$ cat config.mk
export PLATFORM = sky130hd
export DESIGN_NAME = lht_ctrl
export DESIGN_NICKNAME = d
export VERILOG_FILES = /design/src/hdl/lht_pkg.sv /design/src/hdl/lht_ctrl.sv
export SDC_FILE = /design/constraint.sdc
export NUM_CORES = 1
export LEC_CHECK = 0
export BUFFER_PORTS_ARGS = -buffer_cell sky130_fd_sc_hd__buf_2
export CAP_MARGIN = 25
export CORE_MARGIN = 3
export CORE_UTILIZATION = 40
export DETAILED_ROUTE_END_ITERATION = 16
export GPL_TIMING_DRIVEN = 0
export PLACE_DENSITY = 0.71
export SETUP_SLACK_MARGIN = 0.2
export SYNTH_ARGS = -nofsm -noshare
export SYNTH_HDL_FRONTEND = slang
export SYNTH_SLANG_ARGS = --single-unit
$ cat constraint.sdc
create_clock -name i_clk -period 1.7 [get_ports i_clk]
set_clock_uncertainty 0.15 [all_clocks]
set_input_delay 0.085 -clock i_clk [delete_from_list [all_inputs] [get_ports i_clk]]
set_output_delay 0.085 -clock i_clk [all_outputs]
set_load 0.02 [all_outputs]
$ cat src/hdl/lht_pkg.sv
// Shared types, codes and defaults for the linear hash table.
// Used by lht_ctrl, lht_dp and linear_hash_table; no dependencies.
package lht_pkg;

    localparam int MAX_BUCKETS_DEF = 256;
    localparam int CHAIN_CAP_DEF   = 64;

    localparam int CFG_IDX_W  = 4;
    localparam int CFG_DATA_W = 9;

    localparam logic [CFG_IDX_W-1:0] REG_INITIAL_BUCKETS = 4'd0;
    localparam logic [CFG_IDX_W-1:0] REG_BUCKET_ENTRIES  = 4'd1;

    localparam logic [1:0] OP_INSERT  = 2'd0;
    localparam logic [1:0] OP_LOOKUP  = 2'd1;
    localparam logic [1:0] OP_EXTRACT = 2'd2;
    localparam logic [1:0] OP_COUNT   = 2'd3;

    localparam logic [1:0] ST_OK         = 2'd0;
    localparam logic [1:0] ST_NOT_FOUND  = 2'd1;
    localparam logic [1:0] ST_CHAIN_FULL = 2'd2;
    localparam logic [1:0] ST_TABLE_FULL = 2'd3;

    localparam logic [14:0] COUNT_MAX = 15'h7FFF;

    typedef struct packed {
        logic [1:0]  operation;
        logic [31:0] key;
        logic [30:0] key_hash;
        logic [31:0] item_value;
    } t_in;

    typedef struct packed {
        logic [1:0]  status;
        logic [31:0] found_item;
        logic [14:0] stored_count;
    } t_out;

    typedef struct packed {
        logic [31:0] key;
        logic [30:0] hash;
        logic [31:0] item;
    } t_slot;

    // Controller to datapath
    typedef struct packed {
        logic clr;
        logic load;
        logic home;
        logic hlen;
        logic ins;
        logic scan;
        logic xlast;
        logic xmove;
        logic spl0;
        logic spl1;
        logic srd;
        logic sdat;
        logic swr;
        logic sfin0;
        logic sfin1;
        logic resp;
    } t_cmd;

    // Datapath to controller
    typedef struct packed {
        logic       cfg_hit;
        logic       clr_last;
        logic       div_busy;
        logic [1:0] op;
        logic       scan_hit;
        logic       scan_end;
        logic       ins_split;
        logic       split_end;
        logic       out_free;
    } t_sts;

endpackage

$ cat src/hdl/lht_ctrl.sv
// Sequencing state machine of the linear hash table.
// Depends on lht_pkg (t_cmd, t_sts, operation codes).
module lht_ctrl import lht_pkg::*; (
    input  logic i_clk,
    input  logic i_rst_n,
    input  logic i_in_valid,
    output logic o_in_ready,
    input  t_sts i_sts,
    output t_cmd o_cmd
);

    localparam logic [4:0] S_CLEAR = 5'd0;
    localparam logic [4:0] S_IDLE  = 5'd1;
    localparam logic [4:0] S_HDIV  = 5'd2;
    localparam logic [4:0] S_HOME  = 5'd3;
    localparam logic [4:0] S_HLEN  = 5'd4;
    localparam logic [4:0] S_INS   = 5'd5;
    localparam logic [4:0] S_SCAN  = 5'd6;
    localparam logic [4:0] S_XLAST = 5'd7;
    localparam logic [4:0] S_XMOVE = 5'd8;
    localparam logic [4:0] S_SPL0  = 5'd9;
    localparam logic [4:0] S_SPL1  = 5'd10;
    localparam logic [4:0] S_SRD   = 5'd11;
    localparam logic [4:0] S_SDAT  = 5'd12;
    localparam logic [4:0] S_SDIV  = 5'd13;
    localparam logic [4:0] S_SWR   = 5'd14;
    localparam logic [4:0] S_SFIN0 = 5'd15;
    localparam logic [4:0] S_SFIN1 = 5'd16;
    localparam logic [4:0] S_RESP  = 5'd17;

    logic [4:0] r_state;
    logic [4:0] n_state;
    logic       in_acc;

    assign o_in_ready = (r_state == S_IDLE) && !i_sts.cfg_hit;
    assign in_acc     = i_in_valid && o_in_ready;

    always_comb begin
        o_cmd       = '0;
        o_cmd.clr   = (r_state == S_CLEAR);
        o_cmd.load  = in_acc;
        o_cmd.home  = (r_state == S_HOME);
        o_cmd.hlen  = (r_state == S_HLEN);
        o_cmd.ins   = (r_state == S_INS);
        o_cmd.scan  = (r_state == S_SCAN);
        o_cmd.xlast = (r_state == S_XLAST);
        o_cmd.xmove = (r_state == S_XMOVE);
        o_cmd.spl0  = (r_state == S_SPL0);
        o_cmd.spl1  = (r_state == S_SPL1);
        o_cmd.srd   = (r_state == S_SRD) && !i_sts.split_end;
        o_cmd.sdat  = (r_state == S_SDAT);
        o_cmd.swr   = (r_state == S_SWR);
        o_cmd.sfin0 = (r_state == S_SFIN0);
        o_cmd.sfin1 = (r_state == S_SFIN1);
        o_cmd.resp  = (r_state == S_RESP) && i_sts.out_free;
    end

    always_comb begin
        n_state = r_state;
        unique case (r_state)
            S_CLEAR: if (i_sts.clr_last) n_state = S_IDLE;
            S_IDLE:  if (in_acc) n_state = S_HDIV;
            S_HDIV:  if (!i_sts.div_busy) n_state = S_HOME;
            S_HOME:  n_state = S_HLEN;
            S_HLEN: begin
                case (i_sts.op)
                    OP_INSERT: n_state = S_INS;
                    OP_COUNT:  n_state = S_RESP;
                    default:   n_state = S_SCAN;
                endcase
            end
            S_INS:   n_state = i_sts.ins_split ? S_SPL0 : S_RESP;
            S_SCAN: begin
                if (i_sts.scan_hit) begin
                    n_state = (i_sts.op == OP_EXTRACT) ? S_XLAST : S_RESP;
                end else if (i_sts.scan_end) begin
                    n_state = S_RESP;
                end
            end
            S_XLAST: n_state = S_XMOVE;
            S_XMOVE: n_state = S_RESP;
            S_SPL0:  n_state = S_SPL1;
            S_SPL1:  n_state = S_SRD;
            S_SRD:   n_state = i_sts.split_end ? S_SFIN0 : S_SDAT;
            S_SDAT:  n_state = S_SDIV;
            S_SDIV:  if (!i_sts.div_busy) n_state = S_SWR;
            S_SWR:   n_state = S_SRD;
            S_SFIN0: n_state = S_SFIN1;
            S_SFIN1: n_state = S_RESP;
            S_RESP:  if (i_sts.out_free) n_state = S_IDLE;
            default: n_state = S_CLEAR;
        endcase
        if (i_sts.cfg_hit) begin
            n_state = S_CLEAR;
        end
    end

    always_ff @(posedge i_clk) begin
        if (!i_rst_n) begin
            r_state <= S_CLEAR;
        end else begin
            r_state <= n_state;
        end
    end

endmodule

==> flow_metrics.tcl <==
set metrics [dict create \
    top_regs "r_state: 5 flops" \
    clkPwrFrac 0.196 \
    grt_antenna_before_repair 0 \
    maxCapViolCount 0 \
    worstSetupPathType "reg2reg" \
    crit_path_max_fanout 6 \
    p_comb_frac 0.624 \
    first_pass_iters 5 \
    track_usage 0.270 \
    grt_pass1_vias 1067 \
    crit_start "r_state[3]" \
    ff2ff_path_depth 6 \
    dieArea_um2 2380 \
    r2r-start "r_state[3]" \
    num_rows 14 \
    worst_pin_slew_ps 653 \
    p_per_area_nw_per_um2 528 \
    power_switching_share 0.420 \
    required_ps 1690 \
    report.final.hold_viol_count 0 \
    syn-num-nets 120 \
    synth-edff-count 0 \
    ys_async_sr_fraction 0 \
    synth_top_area_cell "dfxtp_1" \
    max_clock_freq_ghz 0.503 \
    core-area_um2 1610 \
    violations "negative setup slack" \
    regMostFlops "r_state" \
    stdcell_count 176 \
    vias_per_cell 6.73 \
    avgSynthCellArea_um2 7.03 \
    ys_top_cells_by_area "dfxtp_1 14%, nor3_1 7.5%, nor2_1 6.2%, ha_1 5.1%, nand2b_1 5.1%" \
    yosys-top-cells-count "12 x nor2_1, 11 x nor3_1, 6 x nand2b_1" \
    cp-end-kind "flop" \
    netlist_instances 104 \
    post-place-cells 157 \
    cts.sinks 5 \
    ys_warn_count 0 \
    yosysMostFrequentCell "nor2_1" \
    drive_above_1_share 0.625 \
    critPathLaunchType "flop" \
    pwr-share-seq 0.180 \
    portBuffers 29 \
    tritoncts "done" \
    setup_viol_count_final 14 \
    drc 0 \
    outcome "finished, violations left" \
    maxSlewHeadroom 0.560 \
    largest_reg_flops 5 \
    power.internal_mw 0.427 \
    clock_latency_ps 250 \
    gr-total-overflow 0 \
    finalCritPeriodShare 1.17 \
    io_pins 30 \
    leakage_nw 0.581 \
    numCtsBuffers 3 \
    fillers 72 \
    wl_per_cell_um 22.0 \
    critPathCapture "r_state[2]" \
    timing.final.ws_setup_ps -288 \
    finalCriticalPeriod_ps 1990 \
    die_height_um 48.7 \
    synth-seq-cells 5 \
    max-vdd-ir-drop_mv 0.591 \
    num-nets-final 169 \
    synthFlopType "dfxtp_1" \
    grt_max_degree 11 \
    detail_route.iter0.violations 75 \
    ctsHoldBuffers 0 \
    synth-seq-area-share 0.137 \
    initial_core_util 0.453 \
    r2r_end "r_state[2]" \
    drtAntennaViolNets 0 \
    root_buffer "clkbuf_4" \
    arrival_ps 1970 \
    cts-htree-levels 1 \
    area_growth_pct 90.9 \
    hp-class "in2reg" \
    grt_pass1_wl_um 5150 \
    wirelength_um 3880 \
    r2r_slack_ps -290 \
    switching_power_mw 0.309 \
    vias 1184 \
    dpl.hpwl_um 1610 \
    clk_path_buf_depth 2 \
    synthesis.area_um2 731 \
    netlist.area_leader.share 0.137 \
    synth_cell_types 42 \
    clk_pin_slew_ps 50 \
    drv_slew 0 \
    place.gp.congestion 0.798 \
    min_from "i_rst_n" \
    post-route-util 0.866 \
    n_antenna_cell 0 \
    dp_worst_setup_slack_ps -313 \
    die_w_um 48.7 \
    grt_setup_unrepaired "true" \
]
critical path, cell delays in order, from the launching register on:
cell and delay, ps:
dfxtp_4 360, nand2b_1 150, buf_6 130, nor4_1 550, or4_4 270, nor3_1 60
nor3_1 200
power by group through the flow:
stage,combinational (mW),clock (mW),sequential (mW)
floorplan,0.197,0,0.132
global placement,0.258,0,0.133
detailed placement,0.261,0,0.134
CTS,0.387,0.141,0.131
global route,0.479,0.157,0.133
finish,0.459,0.144,0.133
what timing repair did:
action / 4_1_cts / 5_1_grt
setup buffers: 13 / 2
cloned: 0 / 0
endpoints found under the setup margin: 21 / 22
pin swaps: 8 / 3
gates resized for setup: 68 / 31
cell usage in the layout (no fill, tap or decap), types with 4 or more instances in the layout:
master    netlist  final
a21oi_1         4      4
buf_2           1     13
buf_4           3     15
buf_6           2     24
clkbuf_4        0      5
nand2b_1        6      4
nor2_1         12      4
nor2_4          0      6
nor2b_1         5      5
nor3_1         11      5
nor3_2          1      5
or3_4           0      4
worst min path at each step:
stage,cells past startpoint,endpoint,slack [ps]
floorplan,1,o_cmd[5],70
global placement,3,o_in_ready,300
detailed placement,3,o_cmd[5],300
CTS,3,r_state[0],80
global route,3,r_state[0],140
finish,3,r_state[1],150
routing by layer:
layer  track usage  up-vias  share of wire
li1              -      482              -
met1         0.295      559           0.38
met2         0.491      111           0.47
met3        0.0706       32          0.094
met4         0.109        0          0.055
met5             0        -              0
through the flow:
step                      cell area [um2]  TNS, ps  hold slack (ps)  total power, mW
after floorplan                       752     -177             71.3            0.330
after global placement                927     -889              305            0.391
after detailed placement              927     -944              303            0.395
after CTS                            1260     -840             81.6            0.659
after global routing                 1400    -2600              139            0.770
final                                1400    -1810              146            0.736
final cells by class:
cell class / instances / area [um2] / share of cell area
Multi-Input combinational cell: 85 / 733 / 0.526
Tap cell: 24 / 30.0 / 0.0215
Buffer: 11 / 106 / 0.0762
Inverter: 3 / 13.8 / 0.00987
Sequential cell: 5 / 114 / 0.0816
Clock buffer: 4 / 26.3 / 0.0188
Timing Repair Buffer: 44 / 372 / 0.266
cell families after synthesis:
kind of cell / count (synthesis) / synth area share
and+or+nand+nor: 59 / 0.476
AOI/OAI and AO/OA: 22 / 0.212
buffers and inverters: 14 / 0.110
DFF: 5 / 0.137
adders and majority gates: 3 / 0.0514
muxes: 1 / 0.0137
Note: power is estimated with default switching activity, not from simulation.
